### config.mk
export PLATFORM = sky130hd
export DESIGN_NAME = battery_charge_level_monitor
export DESIGN_NICKNAME = d
export VERILOG_FILES = /design/src/rtl/core/bclm_pkg.sv /design/src/rtl/core/bclm_update.sv /design/src/rtl/core/battery_charge_level_monitor.sv
export SDC_FILE = /design/constraint.sdc
export NUM_CORES = 1
export LEC_CHECK = 0
export ABC_AREA = 1
export BUFFER_PORTS_ARGS = -buffer_cell sky130_fd_sc_hd__clkbuf_2
export CAP_MARGIN = 20
export CORE_MARGIN = 8
export CORE_UTILIZATION = 35
export CTS_BUF_LIST = sky130_fd_sc_hd__clkbuf_8
export CTS_CLUSTER_SIZE = 12
export DETAILED_ROUTE_END_ITERATION = 8
export PLACE_DENSITY = 0.52
export SETUP_SLACK_MARGIN = 0.1
export SYNTH_ARGS = -nofsm -noshare
export SYNTH_HDL_FRONTEND = slang
export SYNTH_SLANG_ARGS = --single-unit
### constraint.sdc
create_clock -name clock -period 13.41 [get_ports clock]
set_input_delay 0.6705 -clock clock [delete_from_list [all_inputs] [get_ports clock]]
set_output_delay 0.6705 -clock clock [all_outputs]
set_load 0.01 [all_outputs]
### src/rtl/core/bclm_pkg.sv
// ----------------------------------------------------------------------------
// Battery charge level monitor package
// Shared widths, word types, register indexes, reset values and constants.
// ----------------------------------------------------------------------------
package bclm_pkg;

   localparam int MV_W       = 13;
   localparam int TIME_W     = 32;
   localparam int RUN_W      = 4;
   localparam int CSR_IDX_W  = 4;
   localparam int CSR_DATA_W = 32;

   typedef enum logic [1:0] {
      LVL_NORMAL = 2'd0,
      LVL_LOW    = 2'd1,
      LVL_CUTOFF = 2'd2
   } level_type;

   // Register indexes on the configuration port.
   localparam logic [CSR_IDX_W-1:0] CSR_NO_CELL_MV      = 4'd0;
   localparam logic [CSR_IDX_W-1:0] CSR_USB_ON_MV       = 4'd1;
   localparam logic [CSR_IDX_W-1:0] CSR_USB_OFF_MV      = 4'd2;
   localparam logic [CSR_IDX_W-1:0] CSR_CHARGE_STEP_MV  = 4'd3;
   localparam logic [CSR_IDX_W-1:0] CSR_CUTOFF_MV       = 4'd4;
   localparam logic [CSR_IDX_W-1:0] CSR_LOW_MV          = 4'd5;
   localparam logic [CSR_IDX_W-1:0] CSR_RECOVER_MV      = 4'd6;
   localparam logic [CSR_IDX_W-1:0] CSR_ALERT_REPEAT_MS = 4'd7;

   // Tracking constants.
   localparam logic [TIME_W-1:0]      SLOPE_WINDOW_MS = 32'd60000;
   localparam logic signed [MV_W:0]   HOLD_RISE_MV    = 14'sd5;
   localparam logic signed [MV_W:0]   SAG_LIMIT_MV    = 14'sd20;
   localparam logic signed [MV_W:0]   RISE_STEP_MV    = 14'sd15;
   localparam logic [RUN_W-1:0]       RISE_WINDOWS    = 4'd3;
   localparam logic [RUN_W-1:0]       CUTOFF_SAMPLES  = 4'd3;
   localparam logic [RUN_W-1:0]       RUN_MAX         = 4'd15;

   typedef struct packed {
      logic              func;
      logic [MV_W-1:0]   sample_mv;
      logic [TIME_W-1:0] now_ms;
   } req_type;

   typedef struct packed {
      level_type       level_state;
      logic            usb_present;
      logic            charging;
      logic            alert_due;
      logic [MV_W-1:0] average_mv;
   } rsp_type;

   typedef struct packed {
      logic [MV_W-1:0]   no_cell_mv;
      logic [MV_W-1:0]   usb_on_mv;
      logic [MV_W-1:0]   usb_off_mv;
      logic [MV_W-1:0]   charge_step_mv;
      logic [MV_W-1:0]   cutoff_mv;
      logic [MV_W-1:0]   low_mv;
      logic [MV_W-1:0]   recover_mv;
      logic [TIME_W-1:0] alert_repeat_ms;
   } cfg_type;

   localparam cfg_type CFG_RESET = '{
      no_cell_mv:      13'd2500,
      usb_on_mv:       13'd4150,
      usb_off_mv:      13'd4100,
      charge_step_mv:  13'd40,
      cutoff_mv:       13'd3300,
      low_mv:          13'd3500,
      recover_mv:      13'd3600,
      alert_repeat_ms: 32'd60000
   };

   typedef struct packed {
      level_type         level;
      logic [MV_W-1:0]   average;
      logic [RUN_W-1:0]  cutoff_run;
      logic              entry_pulse;
      logic              usb_latch;
      logic              charge_flag;
      logic [MV_W-1:0]   previous_sample;
      logic [MV_W-1:0]   slope_anchor_mv;
      logic [TIME_W-1:0] slope_anchor_time;
      logic              slope_armed;
      logic [RUN_W-1:0]  rise_run;
      logic [TIME_W-1:0] last_alert_time;
   } state_type;

endpackage

### src/rtl/core/bclm_update.sv
// ----------------------------------------------------------------------------
// Battery monitor update logic
// Next-state and result word for one sample or alert poll.
// ----------------------------------------------------------------------------
module bclm_update (
   input  bclm_pkg::cfg_type   cfg,
   input  bclm_pkg::state_type cur,
   input  bclm_pkg::req_type   item,
   output bclm_pkg::state_type nxt,
   output bclm_pkg::rsp_type   result
);
   import bclm_pkg::*;

   logic [MV_W+1:0] avg_sum;
   logic [MV_W-1:0] avg_blend;

   // Three parts old average to one part new sample.
   assign avg_sum   = ({2'b00, cur.average} << 1) + {2'b00, cur.average}
                      + {2'b00, item.sample_mv};
   assign avg_blend = avg_sum[MV_W+1:2];

   always_comb begin
      logic signed [MV_W:0] diff;
      logic signed [MV_W:0] step_mv;
      logic signed [MV_W:0] drift;
      logic [TIME_W-1:0]    slope_age;
      logic [TIME_W-1:0]    alert_age;
      logic                 stepped;
      logic                 due;

      nxt       = cur;
      due       = 1'b0;
      stepped   = 1'b0;
      diff      = signed'({1'b0, item.sample_mv}) - signed'({1'b0, cur.previous_sample});
      step_mv   = signed'({1'b0, cfg.charge_step_mv});
      drift     = '0;
      slope_age = item.now_ms - cur.slope_anchor_time;
      alert_age = item.now_ms - cur.last_alert_time;

      if (!item.func) begin
         if (item.sample_mv < cfg.no_cell_mv) begin
            // No cell: back to inert, keeping the slope anchor level and alert time.
            nxt.level             = LVL_NORMAL;
            nxt.average           = '0;
            nxt.cutoff_run        = '0;
            nxt.entry_pulse       = 1'b0;
            nxt.usb_latch         = 1'b0;
            nxt.charge_flag       = 1'b0;
            nxt.previous_sample   = '0;
            nxt.slope_anchor_time = '0;
            nxt.slope_armed       = 1'b0;
            nxt.rise_run          = '0;
         end else begin
            nxt.average = (cur.average != '0) ? avg_blend : item.sample_mv;

            if (!cur.usb_latch && nxt.average >= cfg.usb_on_mv) begin
               nxt.usb_latch = 1'b1;
            end else if (cur.usb_latch && nxt.average < cfg.usb_off_mv) begin
               nxt.usb_latch = 1'b0;
            end

            // Plug and unplug steps between consecutive samples.
            if (cur.previous_sample != '0) begin
               if (!nxt.usb_latch && !cur.charge_flag && diff >= step_mv) begin
                  nxt.charge_flag = 1'b1;
                  stepped         = 1'b1;
               end else if ((cur.charge_flag || nxt.usb_latch) && (-diff) >= step_mv) begin
                  nxt.charge_flag = 1'b0;
                  nxt.usb_latch   = 1'b0;
                  stepped         = 1'b1;
               end
            end

            drift = signed'({1'b0, nxt.average}) - signed'({1'b0, cur.slope_anchor_mv});

            if (!cur.slope_armed || stepped) begin
               nxt.slope_anchor_mv   = nxt.average;
               nxt.slope_anchor_time = item.now_ms;
               nxt.slope_armed       = 1'b1;
               nxt.rise_run          = '0;
            end else if (slope_age >= SLOPE_WINDOW_MS) begin
               if (nxt.charge_flag && drift < HOLD_RISE_MV) begin
                  nxt.charge_flag = 1'b0;
               end
               if (nxt.usb_latch && drift <= -SAG_LIMIT_MV) begin
                  nxt.usb_latch = 1'b0;
               end
               if (!nxt.usb_latch && !nxt.charge_flag && drift >= RISE_STEP_MV) begin
                  if (cur.rise_run != RUN_MAX) begin
                     nxt.rise_run = cur.rise_run + 4'd1;
                  end
                  if (nxt.rise_run >= RISE_WINDOWS) begin
                     nxt.charge_flag = 1'b1;
                  end
               end else begin
                  nxt.rise_run = '0;
               end
               nxt.slope_anchor_mv   = nxt.average;
               nxt.slope_anchor_time = item.now_ms;
            end

            if (nxt.usb_latch) begin
               nxt.charge_flag = 1'b0;
            end
            nxt.previous_sample = item.sample_mv;

            // A latched cutoff freezes the level and the cutoff debounce.
            if (cur.level != LVL_CUTOFF) begin
               if (item.sample_mv < cfg.cutoff_mv) begin
                  if (cur.cutoff_run != RUN_MAX) begin
                     nxt.cutoff_run = cur.cutoff_run + 4'd1;
                  end
               end else begin
                  nxt.cutoff_run = '0;
               end
               if (nxt.cutoff_run >= CUTOFF_SAMPLES) begin
                  nxt.level = LVL_CUTOFF;
               end else if (cur.level == LVL_NORMAL && nxt.average < cfg.low_mv) begin
                  nxt.level       = LVL_LOW;
                  nxt.entry_pulse = 1'b1;
               end else if (cur.level == LVL_LOW && nxt.average >= cfg.recover_mv) begin
                  nxt.level       = LVL_NORMAL;
                  nxt.entry_pulse = 1'b0;
               end
            end
         end
      end else if (cur.level == LVL_LOW) begin
         if (cur.entry_pulse) begin
            nxt.entry_pulse     = 1'b0;
            nxt.last_alert_time = item.now_ms;
            due                 = 1'b1;
         end else if (alert_age >= cfg.alert_repeat_ms) begin
            nxt.last_alert_time = item.now_ms;
            due                 = 1'b1;
         end
      end

      result.level_state = nxt.level;
      result.usb_present = nxt.usb_latch;
      result.charging    = nxt.charge_flag;
      result.alert_due   = due;
      result.average_mv  = nxt.average;
   end

endmodule

### src/rtl/core/battery_charge_level_monitor.sv
// The input and result registers hold one word each; an accepted word moves on when
// the result register is empty or being taken, one word per cycle unless stalled.
// The whole update for a word is one pass through the update logic between them.
// Reset (synchronous, active high) restores the config, state and valid registers
// to their defaults and the monitor to the inert state; there is no clearing pass.
// ----------------------------------------------------------------------------
// Battery charge level monitor
// Tracks average cell voltage, USB presence, charging, cutoff and low alerts.
// ----------------------------------------------------------------------------
module battery_charge_level_monitor (
   input  logic                              clock,
   input  logic                              reset,
   input  logic                              req_valid,
   output logic                              req_stall,
   input  bclm_pkg::req_type                 req_data,
   output logic                              rsp_valid,
   input  logic                              rsp_stall,
   output bclm_pkg::rsp_type                 rsp_data,
   input  logic                              csr_wen,
   input  logic [bclm_pkg::CSR_IDX_W-1:0]    csr_index,
   input  logic [bclm_pkg::CSR_DATA_W-1:0]   csr_wdata
);
   import bclm_pkg::*;

   cfg_type   cfg_ff, cfg_in;
   state_type state_ff, state_in, upd_state;
   req_type   in_data_ff;
   rsp_type   rsp_data_ff, upd_rsp;
   logic      in_valid_ff, in_valid_in;
   logic      rsp_valid_ff, rsp_valid_in;
   logic      advance, req_accept;

   // The held word moves on when the result register is empty or being taken.
   assign advance    = in_valid_ff && (!rsp_valid_ff || !rsp_stall);
   assign req_stall  = in_valid_ff && !advance;
   assign req_accept = req_valid && !req_stall;

   assign in_valid_in  = req_accept || (in_valid_ff && !advance);
   assign rsp_valid_in = advance || (rsp_valid_ff && rsp_stall);
   assign state_in     = advance ? upd_state : state_ff;

   always_comb begin
      cfg_in = cfg_ff;
      if (csr_wen) begin
         case (csr_index)
            CSR_NO_CELL_MV:      cfg_in.no_cell_mv      = csr_wdata[MV_W-1:0];
            CSR_USB_ON_MV:       cfg_in.usb_on_mv       = csr_wdata[MV_W-1:0];
            CSR_USB_OFF_MV:      cfg_in.usb_off_mv      = csr_wdata[MV_W-1:0];
            CSR_CHARGE_STEP_MV:  cfg_in.charge_step_mv  = csr_wdata[MV_W-1:0];
            CSR_CUTOFF_MV:       cfg_in.cutoff_mv       = csr_wdata[MV_W-1:0];
            CSR_LOW_MV:          cfg_in.low_mv          = csr_wdata[MV_W-1:0];
            CSR_RECOVER_MV:      cfg_in.recover_mv      = csr_wdata[MV_W-1:0];
            CSR_ALERT_REPEAT_MS: cfg_in.alert_repeat_ms = csr_wdata[TIME_W-1:0];
            default:             cfg_in = cfg_ff;
         endcase
      end
   end

   bclm_update u_update (
      .cfg    (cfg_ff),
      .cur    (state_ff),
      .item   (in_data_ff),
      .nxt    (upd_state),
      .result (upd_rsp)
   );

   always_ff @(posedge clock) begin
      if (reset) begin
         cfg_ff       <= CFG_RESET;
         state_ff     <= '0;
         in_valid_ff  <= 1'b0;
         rsp_valid_ff <= 1'b0;
      end else begin
         cfg_ff       <= cfg_in;
         state_ff     <= state_in;
         in_valid_ff  <= in_valid_in;
         rsp_valid_ff <= rsp_valid_in;
      end
   end

   always_ff @(posedge clock) begin
      if (req_accept) begin
         in_data_ff <= req_data;
      end
      if (advance) begin
         rsp_data_ff <= upd_rsp;
      end
   end

   assign rsp_valid = rsp_valid_ff;
   assign rsp_data  = rsp_data_ff;

`ifndef ASSERT_OFF
   // An alert can only be reported while the level is low.
   a_alert_only_low: assert property (@(posedge clock) disable iff (reset)
      rsp_valid_ff && rsp_data_ff.alert_due |-> rsp_data_ff.level_state == LVL_LOW)
      else $error("alert reported outside the low level");

   // USB presence always overrides the charging flag.
   a_usb_excludes_charge: assert property (@(posedge clock) disable iff (reset)
      rsp_valid_ff |-> !(rsp_data_ff.usb_present && rsp_data_ff.charging))
      else $error("usb present and charging both set");

   // Only a no-cell sample releases a latched cutoff.
   a_cutoff_sticky: assert property (@(posedge clock) disable iff (reset)
      state_ff.level == LVL_CUTOFF
      && !(advance && !in_data_ff.func && in_data_ff.sample_mv < cfg_ff.no_cell_mv)
      |=> state_ff.level == LVL_CUTOFF)
      else $error("cutoff latch released without a no-cell sample");

   // A held word that cannot move on stays in the input register.
   a_hold_word: assert property (@(posedge clock) disable iff (reset)
      in_valid_ff && !advance |=> in_valid_ff && $stable(in_data_ff))
      else $error("held input word lost");
`endif

endmodule

==> out/results.tsv, run 1 <==
stage	metric	value	unit
setup_path	reg2reg end	state_ff[67]$_SDFFE_PP0P_	
yosys	Synth area leader	dfxtp_1	
sta	Clock Skew	0.02535	ns
setup_path	worst flop-to-flop path startpoint	in_data_ff[33]$_DFFE_PP_	
clock_network	root buffer cell	clkbuf_8	
yosys	post-synthesis adder-cell area fraction	16.19	%
finish	most frequent cells in the layout	592 x nand2_1, 480 x inv_1, 357 x a21oi_1, 242 x dfxtp_1, 240 x ha_1	
place	Routability Congestion	0.9146	
sta	final hold viol count	0	
yosys	number of distinct library cells after synthesis	57	
sta	setup violators final	0	
routing	vias post-DR	18865	
floorplanning	Die Height	258.9	um
place	Buffers on Ports	106	
setup_path	worst r2r path cells	32	
hold_path	Min-Delay Path Class	in2reg	
routing	Pre-antenna DRT Iters	5	
sta	RSZ-0062 raised after global routing	false	
grt	pin count of the biggest net entering global routing	99	
setup_path	slowest stage delay, CP	0.63	ns
setup_path	R2R setup slack	7.30	ns
clock_network	clk slew on worst S/H paths	0.06	ns
finish	Nets	3299	
floorplanning	Starting Density	35.19	%
flow_run	Max Cap Violations	0	
clock_network	clk buf depth	3	
sta	Tightest Pin Transition	1.049	ns
place	placed cells	3664	
yosys	synth top area cells	dfxtp_1 23%, ha_1 15%, nand2_1 11%, edfxtp_1 9.3%, a21oi_1 8.7%	
yosys	syn avg cell area	7.267	sq um
routing	DR DRC count	0	
yosys	syn nets	3186	
place	placed cell area	0.02197	sq mm
setup_path	CP endpoint	state_ff[67]$_SDFFE_PP0P_	
routing	Post-Route WL	64040	um
yosys	Synth Register Bits	306	
finish	fraction of layout cells with a size suffix above 1	8.081	%
yosys	synth warn	0	
routing	Initial DRC Count	1137	
floorplanning	core box area	0.05869	sq mm
grt	Overflow after GRT	0	
yosys	largest family of logic cells by synthesized area	simple AND/OR/NAND/NOR gates	
routing	post-DR vias/cell	4.989	
clock_network	htree depth	2	
setup_path	critical path startpoint category	flip-flop	
sta	Tcrit/Tclk final	45.57	%
grt	vias in the first global route	18404	
pwr	pwr dens	124.5	mW/mm^2
routing	wire length per cell	16.94	um
sta	Tmin final	6.111	ns
run_status	status	completed	
place	dpl hpwl	48620	um
grt	global-route wire length before repair	101200	um
yosys	async set-reset flop share out of synthesis	0	%
grt	total track usage	18.82	%
finish	fill count	6105	
setup_path	Setup crit start	in_data_ff[33]$_DFFE_PP_	
yosys	multiplexer share of the synthesized area	0.04846	%
sta	Setup TNS	0	ns
finish	final instance area	0.02335	sq mm
setup_path	CP max FO	33	
setup_path	Worst path slowest cell	inv_2	
clock_network	clk sink count	306	
setup_path	most frequent cell on the critical path	nand2_1	
yosys	top-area cell type share of the netlist area	23.46	%
yosys	cells after synthesis	2842	
floorplanning	die width	258.9	um
clock_network	CTS tree	done	
yosys	Post-synth EDFFs	64	
yosys	post-synthesis simple-gate area fraction	19.85	%
sta	fmax	163.6	MHz
finish	Layout area overhead	13.06	%
setup_path	Critical Path AT	6.70	ns
clock_network	Post-CTS Setup Repair Bufs	0	
floorplanning	die area	0.06704	sq mm
routing	Routed Antenna Nets	0	
setup_path	Worst setup EP type	flip-flop	
pwr	Worst IR Drop VDD	89.79	uV
floorplanning	I/O Pins	107	
finish	Multi-input gate area	0.01183	sq mm
clock_network	PostCTS Resize Cnt	0	
grt	initial antenna violation count	1	
yosys	Synth Area in XOR/XNOR	3.126	%
yosys	post-synthesis compound-gate area fraction	18.03	%
yosys	post-synthesis sequential area ratio	32.76	%
sta	Pins Over Slew Limit	0	
clock_network	cts hold-fix bufs	0	
yosys	synthesized area	0.02065	sq mm
floorplanning	row cnt	89	
clock_network	latest clock arrival within the worst-skew pair	0.68	ns
setup_path	path type of the worst setup path	reg2reg	
pwr	LEAKAGE	10.40	nW
yosys	Synth Flop Type	dfxtp_1	
sta	Slew HR	29.78	%
finish	most common cell after layout, fill and taps aside	nand2_1	
finish	FF+latch area	0.006766	sq mm
clock_network	CTS Buf Count	60	
finish	Non-Filler Instances	3781	
setup_path	Critical Path RT	14.00	ns
-- worst max-delay path: cells and delay by family, from the launching register on --
family                   cells  cell delay (ns)
flip-flops                   1             0.53
adder cells (fa/ha/maj)      3             1.23
AND/OR/NAND/NOR             20             2.03
buffers and inverters        2             0.97
AO/OA/AOI/OAI                7             1.22
-- through the flow --
stage                     power (mW)  util, %  worst slack [ns]  hold WS, ns
after global routing           3.112    39.79             6.626       0.1130
after CTS                      2.945    39.71             7.332       0.1018
after floorplan                1.620        -             8.656       0.4236
after detailed placement       1.889    37.44             7.367       0.4522
final                          2.907    39.79             7.299       0.1677
after global placement         1.874    37.44             7.539       0.4474
-- cell type report --
cell class                 instances  area share, %
tap                              773          4.142
inverter                         466          7.491
sequential                       306          28.98
multi-input combinational       1996          50.66
antenna                            1        0.01072
clock inverter                    37          1.168
clock buffer                      77          4.539
timing repair buffer             125          3.006
-- report_power, final --
part	internal, mW	switching (mW)
clock	0.593	0.443
sequential	0.974	0.0268
combinational	0.302	0.569
-- worst min-delay path by stage --
stage / startpoint / end / slack (ns) / cells after the start
global placement: state_ff[8]$_SDFFE_PP0P_ / state_ff[8]$_SDFFE_PP0P_ / 0.45 / 2
floorplan: state_ff[97]$_SDFFE_PP0P_ / state_ff[97]$_SDFFE_PP0P_ / 0.42 / 2
CTS: req_data[41] / in_data_ff[41]$_DFFE_PP_ / 0.10 / 1
finish: req_data[40] / in_data_ff[40]$_DFFE_PP_ / 0.17 / 1
global route: req_data[30] / in_data_ff[30]$_DFFE_PP_ / 0.11 / 1
detailed placement: state_ff[61]$_SDFFE_PP0P_ / state_ff[61]$_SDFFE_PP0P_ / 0.45 / 2
-- flip-flops by register name, indices dropped and copies added (netlist names) --
register,count
state_ff,117
rsp_valid,1
rsp_data,18
in_data_ff,46
in_valid_ff,1
cfg_ff,123
-- cell families after synthesis --
kind of cell	after synthesis
multiplexers	1
AND/OR/NAND/NOR	984
AO/OA/AOI/OAI	682
buffers and inverters	540
flip-flops	306
XOR/XNOR	72
adder cells (fa/ha/maj)	257
-- synth_stat cells (2+ instances only) --
| library cell | instances |
|---|---|
| o21ai_0 | 195 |
| a21o_1 | 6 |
| o211ai_1 | 19 |
| inv_1 | 464 |
| a21boi_0 | 6 |
| fa_1 | 17 |
| nand3b_1 | 10 |
| nand4_1 | 51 |
| or2_1 | 2 |
| xor2_1 | 51 |
| edfxtp_1 | 64 |
| or2_2 | 6 |
| nor3_1 | 20 |
| a22oi_1 | 6 |
| a211oi_1 | 7 |
| a21oi_1 | 357 |
| clkbuf_1 | 62 |
| o31ai_1 | 2 |
| and3_1 | 3 |
| o221ai_1 | 4 |
| buf_6 | 4 |
| a31oi_1 | 11 |
| o21a_1 | 14 |
| o22ai_1 | 11 |
| a221oi_1 | 3 |
| dfxtp_1 | 242 |
| nand2_1 | 592 |
| buf_2 | 7 |
| xnor2_1 | 19 |
| o2111ai_1 | 4 |
| nand3_1 | 106 |
| nor2_1 | 177 |
| o21ai_1 | 12 |
| nor2_2 | 2 |
| ha_1 | 240 |
| o21bai_1 | 17 |
| nor4_1 | 9 |
-- layer usage --
metal / track usage (%) / part of all wire [%] / wire length, um
met3: 2.857 / 4.0 / 2531
met2: 33.54 / 49 / 31400
met1: 23.34 / 45 / 28570
met5: 0 / 0 / 0
met4: 5.187 / 2.4 / 1546
Note: power is estimated with default switching activity, not from simulation.
==> run 2: changes to the inputs <==
PLACE_DENSITY = 0.53   (was 0.52)
clock period = 5 ns   (was 13.41 ns; I/O delays follow)
==> run 2 against run 1 <==
- first-iteration DRC count is 1.8% higher
- non-clock buffer count is 220 higher
- highest routed layer unchanged
- global-route usage is 0.90 points higher
- die area unchanged
- cell area grew 12%
- critical path depth rose by 3
- clock skew up 0.0067 ns
- clock power is 150% higher
- total power grew to 2.9 times the previous value
- register-to-register slack lost 7.3 ns
- sequential share of layout area decreased by 3.1 points
- routed wire length rose by 8.6%
==> out/results.tsv, run 2 (synthesized netlist as in run 1, its figures left out) <==
stage	metric	value	unit	change
pwr	Logic pwr share	38.1	%	+8.2 points
sta	Clock Skew	0.03204	ns	+0.006686 ns
run_status	status	completed		
sta	final hold viol count	0		unchanged
pwr	Worst IR Drop VDD	303.4	uV	+240%
finish	Nets	3517		+6.6%
finish	fill count	5940		-2.7%
clock_network	clk slew on worst S/H paths	0.06	ns	about the same
floorplanning	row cnt	89		unchanged
floorplanning	die area	0.06704	sq mm	unchanged
setup_path	Critical Path RT	5.57	ns	-8.43 ns
grt	vias in the first global route	19407		+5.4%
grt	pin count of the biggest net entering global routing	76		-23%
setup_path	CP max FO	33		unchanged
grt	total track usage	19.72	%	+0.90 points
sta	Slew HR	30.74	%	+0.96 points
setup_path	Worst path slowest cell	fa_1		
setup_path	Worst setup EP type	flip-flop		
setup_path	most frequent cell on the critical path	nand2_1		
floorplanning	Starting Density	35.19	%	unchanged
sta	Tcrit/Tclk final	99.04	%	+53 points
pwr	Pwr Total	8.465	mW	+190%
pwr	LEAKAGE	11.62	nW	+12%
floorplanning	I/O Pins	107		unchanged
floorplanning	die width	258.9	um	unchanged
hold_path	Min-Delay Path Class	in2reg		
routing	Initial DRC Count	1158		+1.8%
setup_path	Critical Path AT	5.52	ns	-1.18 ns
finish	register with the highest flop count	cfg_ff		
sta	RSZ-0062 raised after global routing	true		
grt	Overflow after GRT	0		unchanged
sta	Tightest Pin Transition	1.035	ns	-0.01431 ns
sta	Setup TNS	0	ns	unchanged
pwr	Net Sw Power	3.042	mW	+190%
routing	Post-Route WL	69550	um	+8.6%
finish	most common cell after layout, fill and taps aside	nand2_1		
place	Routability Congestion	0.8974		-1.9%
pwr	clock network fraction of total power	30.3	%	-5.3 points
setup_path	critical path startpoint category	flip-flop		
routing	wire length per cell	17.41	um	+2.8%
sta	Tmin final	4.952	ns	-1.159 ns
pwr	pwr dens	323.2	mW/mm^2	+160%
place	Buffers on Ports	106		unchanged
grt	global-route wire length before repair	106000	um	+4.8%
routing	post-DR vias/cell	4.980		-0.19%
pwr	Flop pwr share	31.6	%	-2.8 points
finish	max reg flops	123		unchanged
finish	fraction of layout cells with a size suffix above 1	16.36	%	+8.3 points
finish	Regs by FF count	cfg_ff x123, state_ff x117, in_data_ff x46		
place	dpl hpwl	49750	um	+2.3%
routing	Pre-antenna DRT Iters	7		+2
routing	DR DRC count	0		unchanged
flow_run	Max Cap Violations	0		unchanged
clock_network	CTS Buf Count	58		-3.3%
clock_network	htree depth	2		unchanged
setup_path	slowest stage delay, CP	0.47	ns	-0.16 ns
setup_path	path type of the worst setup path	reg2reg		
finish	Layout area overhead	26.81	%	
clock_network	latest clock arrival within the worst-skew pair	0.67	ns	about the same
sta	fmax	201.9	MHz	+23%
clock_network	clk buf depth	3		unchanged
sta	setup violators final	0		unchanged
pwr	switching part of the total	35.94	%	+0.22 points
routing	vias post-DR	19890		+5.4%
sta	Pins Over Slew Limit	0		unchanged
sta	worst hold slack	0.06095	ns	-0.1068 ns
finish	Inserted Diodes	0		-1
clock_network	root buffer cell	clkbuf_8		
pwr	Int Power	5.423	mW	+190%
clock_network	CTS tree	done		
floorplanning	core box area	0.05869	sq mm	unchanged
grt	initial antenna violation count	3		+2
routing	Routed Antenna Nets	0		unchanged
finish	most frequent cells in the layout	556 x nand2_1, 470 x inv_1, 331 x a21oi_1, 238 x dfxtp_1, 221 x ha_1		
clock_network	clk sink count	306		unchanged
floorplanning	Die Height	258.9	um	unchanged
## run 2: cell types whose count changed in the layout (fill, tap and decap cells not counted), moves of 13 or more
| cell | change |
|---|---|
| a21oi_1 | -26 |
| buf_4 | +119 |
| o21ai_2 | +13 |
| nand2_1 | -36 |
| o21ai_0 | -28 |
| o21ai_1 | +15 |
| a21oi_2 | +24 |
| nand2_2 | +26 |
| ha_4 | +18 |
| dlygate4sd3_1 | +72 |
| ha_1 | -19 |
## run 2: worst paths after layout
check / startpoint / end / slack, ns / depth (start not counted)
max reg2reg: in_data_ff[33]$_DFFE_PP_ / state_ff[39]$_SDFFE_PP0P_ / 0.05 / 35
max: in_data_ff[33]$_DFFE_PP_ / state_ff[39]$_SDFFE_PP0P_ / 0.05 / 35
min reg2reg: state_ff[97]$_SDFFE_PP0P_ / state_ff[97]$_SDFFE_PP0P_ / 0.45 / 2
min: csr_wdata[2] / cfg_ff[47]$_SDFFE_PP1P_ / 0.06 / 3
## run 2: power by group through the flow
stage | sequential, mW | combinational [mW] | clock [mW]
3_5_place_dp | 2.72 | 2.64 | 0
6_report | 2.67 | 3.22 | 2.57
2_1_floorplan | 2.71 | 1.63 | 0
3_3_place_gp | 2.72 | 2.61 | 0
4_1_cts | 2.67 | 2.95 | 2.66
5_1_grt | 2.68 | 3.58 | 2.76
## run 2: metrics by stage
stage	instance area, sq um	instances	utilization, %	setup WS (ns)
after global placement	22750	3759	38.77	-0.09370
after global routing	26190	3994	44.63	-0.3039
after detailed placement	22750	3759	38.77	-0.1945
after CTS	25370	3979	43.23	0.03289
final	26190	3994	44.63	0.04811
after floorplan	20650	2842	-	0.2460
## run 2: routing by layer
metal	global-route usage [%]	vias up	share of wire (%)
li1	-	10091	-
met3	2.536	123	4.0
met4	7.249	0	3.5
met5	0	-	0
met2	33.89	417	47
met1	25.07	9259	45
## run 2: layout make-up
type	count	area, sq um	share of cell area [%]
clock buffer	68	935.9	3.573
clock inverter	40	272.8	1.041
inverter	466	1754	6.698
multi-input combinational	1996	12610	48.16
sequential	306	6771	25.85
tap	773	967.2	3.693
timing repair buffer	345	2875	10.98
## run 2: what timing repair did
| item | in CTS | in global routing |
|---|---|---|
| setup buffers | 38 | 9 |
| endpoints found under the setup margin | 89 | 89 |
| resized for setup | 74 | 144 |
| hold endpoints to repair | 74 | 0 |
| hold buffers | 72 | 0 |
| pin swaps | 37 | 72 |
| gates cloned | 3 | 7 |
## run 2: critical path, delay by kind of cell, from the launching register on
kind | cells | cell delay (ns)
AO/OA/AOI/OAI | 7 | 1.00
adder cells (fa/ha/maj) | 3 | 1.11
buffers and inverters | 5 | 0.67
flip-flops | 1 | 0.40
AND/OR/NAND/NOR | 20 | 1.63
==> run 3: changes to the inputs <==
SYNTH_HIERARCHICAL = 1   (was default)
==> run 3 against run 2 <==
- largest cell class unchanged
- count of clock-buffer cells in the layout grew 2
- core utilization is 1.9 points lower
- combinational power up 25%
- sequential share of layout area shrank 2.3 points
- cell area rose by 9.6%
- worst hold slack improved by 0.0099 ns
- worst setup slack improved by 0.015 ns
==> out/results.tsv, run 3 <==
stage	metric	value	unit	change
yosys	synth top area cells	dfxtp_1 20%, nand2_1 15%, ha_1 13%, inv_1 9.5%, nor2_1 9.3%		
setup_path	critical path startpoint category	flip-flop		
clock_network	CTS Buf Count	58		unchanged
pwr	pwr dens	326.9	mW/mm^2	+1.1%
yosys	synthesized area	0.02377	sq mm	+15%
routing	vias post-DR	23364		+17%
sta	Slew HR	30.07	%	-0.67 points
clock_network	CTS tree	done		
routing	Initial DRC Count	1582		+37%
finish	register with the highest flop count	cfg_ff		
finish	Util after Layout	42.73	%	-1.9 points
sta	final hold viol count	0		unchanged
finish	most frequent cells in the layout	915 x nand2_1, 605 x inv_1, 567 x nor2_1, 239 x dfxtp_1, 226 x ha_1		
sta	Final WS setup	0.06262	ns	+0.01451 ns
clock_network	latest clock arrival within the worst-skew pair	0.69	ns	+0.02 ns
routing	Routed Antenna Nets	0		unchanged
setup_path	Worst setup EP type	flip-flop		
yosys	number of distinct library cells after synthesis	56		-1.8%
sta	RSZ-0062 raised after global routing	true		
place	dpl hpwl	56330	um	+13%
setup_path	Critical Path RT	5.61	ns	+0.04 ns
place	Buffers on Ports	106		unchanged
run_status	status	completed		
pwr	LEAKAGE	14.19	nW	+22%
routing	post-DR vias/cell	4.785		-3.9%
yosys	top-area cell type share of the netlist area	20.38	%	-3.1 points
sta	worst hold slack	0.07084	ns	+0.009894 ns
place	placed cells	4658		+24%
finish	fraction of layout cells with a size suffix above 1	12.35	%	-4.0 points
floorplanning	row cnt	95		+6.7%
routing	Post-Route WL	77390	um	+11%
sta	setup violators final	0		unchanged
pwr	Pwr Total	9.380	mW	+11%
sta	Tmin final	4.937	ns	-0.01451 ns
pwr	Net Sw Power	3.754	mW	+23%
grt	vias in the first global route	21442		+10%
place	Routability Congestion	0.8969		about the same
sta	fmax	202.5	MHz	+0.29%
clock_network	root buffer cell	clkbuf_8		
yosys	post-synthesis sequential area ratio	28.47	%	-4.3 points
clock_network	clk slew on worst S/H paths	0.06	ns	about the same
floorplanning	Starting Density	35.39	%	+0.20 points
floorplanning	I/O Pins	107		unchanged
pwr	Int Power	5.627	mW	+3.8%
floorplanning	core box area	0.06716	sq mm	+14%
sta	Tightest Pin Transition	1.046	ns	+0.01088 ns
hold_path	Min-Delay Path Class	in2reg		
yosys	Post-synth EDFFs	64		unchanged
setup_path	CP delay by family, top	simple AND/OR/NAND/NOR gates		
setup_path	Critical Path AT	5.55	ns	+0.03 ns
finish	max reg flops	123		unchanged
setup_path	path type of the worst setup path	reg2reg		
finish	Layout area overhead	20.74	%	
sta	Pins Over Slew Limit	0		unchanged
grt	pin count of the biggest net entering global routing	100		+32%
routing	wire length per cell	15.85	um	-9.0%
yosys	syn avg cell area	6.450	sq um	-11%
sta	Tcrit/Tclk final	98.75	%	-0.29 points
grt	global-route wire length before repair	119500	um	+13%
routing	DR DRC count	0		unchanged
setup_path	CP max FO	5		-85%
pwr	Flop pwr share	29.6	%	-2.0 points
place	worst slack at placement	-0.06034	ns	+0.1341 ns
pwr	switching part of the total	40.02	%	+4.1 points
flow_run	Max Cap Violations	0		unchanged
routing	Pre-antenna DRT Iters	5		-2
pwr	Logic pwr share	42.9	%	+4.8 points
yosys	cells after synthesis	3685		+30%
yosys	Post-synth top cells	932 x nand2_1, 599 x inv_1, 588 x nor2_1		
finish	Nets	4304		+22%
setup_path	Crit path buffers/inverters	9		+4
finish	Non-Filler Instances	4883		+22%
yosys	Synth Register Bits	306		unchanged
floorplanning	die width	276.6	um	+6.8%
grt	initial antenna violation count	2		-1
clock_network	htree depth	2		unchanged
yosys	most frequent cell after synthesis	nand2_1		
finish	Regs by FF count	cfg_ff x123, state_ff x117, in_data_ff x46		
yosys	syn nets	4029		+26%
clock_network	clk sink count	306		unchanged
grt	Overflow after GRT	0		unchanged
pwr	Worst IR Drop VDD	178.4	uV	-41%
finish	most common cell after layout, fill and taps aside	nand2_1		
setup_path	Worst path slowest cell	fa_1		
floorplanning	Die Height	276.6	um	+6.8%
setup_path	slowest stage delay, CP	0.52	ns	+0.05 ns
clock_network	clk buf depth	3		unchanged
yosys	Synth Flop Type	dfxtp_1		
sta	Clock Skew	0.03651	ns	+0.004470 ns
yosys	async set-reset flop share out of synthesis	0	%	unchanged
pwr	clock network fraction of total power	27.5	%	-2.8 points
floorplanning	die area	0.07650	sq mm	+14%
yosys	synth warn	6		+6
grt	total track usage	19.14	%	-0.58 points
yosys	Synth area leader	dfxtp_1		
-- run 3: changes by cell type after synthesis, moves of 16 or more --
cell     delta
inv_1     +135
nand3_1    +62
nand2_1   +340
nor2_1    +411
buf_2      +16
a21oi_1   -212
buf_4      +26
o21ai_1    +24
o21ai_0    +37
-- run 3: layout make-up --
cell class | count | area, sq um
antenna | 1 | 2.502
clock inverter | 39 | 231.5
tap | 873 | 1092
inverter | 608 | 2293
sequential | 306 | 6770
timing repair buffer | 335 | 2714
multi-input combinational | 2651 | 14630
fill | 7083 | 38460
clock buffer | 70 | 963.4
-- run 3: per-stage QoR --
stage	setup TNS, ns	instance area [sq um]
floorplan	0	23770
global placement	0	25690
detailed placement	-1.322	25690
CTS	0	27950
global route	-9.343	28700
finish	0	28700
-- run 3: kinds of logic (layout without fill, tap and decap cells) --
logic type / count (synthesis) / in the layout / synth area share, %
and+or+nand+nor: 1831 / 1831 / 31.43
buffers and inverters: 728 / 1052 / 12.27
AOI/OAI and AO/OA: 494 / 494 / 11.21
DFF: 306 / 306 / 28.47
adders and majority gates: 257 / 257 / 14.07
xor gates and xnor gates: 68 / 68 / 2.506
muxes: 1 / 1 / 0.04212
other: 0 / 1 / 0
-- run 3: layer usage --
metal	part of all wire (%)	wire, um	global-route usage (%)	vias up
met5	0	0	0	-
met4	1.7	1294	3.985	0
met2	42	32390	28.79	562
li1	-	-	-	12218
met3	5.4	4169	2.679	87
met1	51	39530	28.67	10497
-- run 3: path summary, 6_finish.rpt --
check                              end  slack (ns)  depth (start not counted)                      from
max          state_ff[70]$_SDFFE_PP0P_        0.06                         34  in_data_ff[34]$_DFFE_PP_
min            cfg_ff[76]$_SDFFE_PP1P_        0.07                          3              csr_wdata[5]
max reg2reg  state_ff[70]$_SDFFE_PP0P_        0.06                         34  in_data_ff[34]$_DFFE_PP_
min reg2reg    cfg_ff[65]$_SDFFE_PP1P_        0.45                          2   cfg_ff[65]$_SDFFE_PP1P_
-- run 3: timing repair --
action / 4_1_cts / 5_1_grt
cloned: 4 / 7
endpoints found under the hold margin: 112 / 1
hold buffers: 80 / 2
setup endpoints to repair: 52 / 87
buffers inserted: 7 / 14
pin swaps: 5 / 77
gates resized for setup: 24 / 155
-- run 3: worst reg2reg max path: cells and delay by family (launching register included) --
family	cells	cell delay [ns]
AOI/OAI and AO/OA	5	0.49
adders and majority gates	3	1.19
buffers and inverters	9	1.26
DFF	1	0.40
and+or+nand+nor	17	1.53
-- run 3: power groups by stage --
stage | Combinational [mW] | Clock (mW) | Sequential (mW)
2_1_floorplan | 2.42 | 0 | 2.79
3_3_place_gp | 3.63 | 0 | 2.83
3_5_place_dp | 3.62 | 0 | 2.83
4_1_cts | 3.75 | 2.66 | 2.78
5_1_grt | 4.52 | 2.77 | 2.79
6_report | 4.03 | 2.57 | 2.78
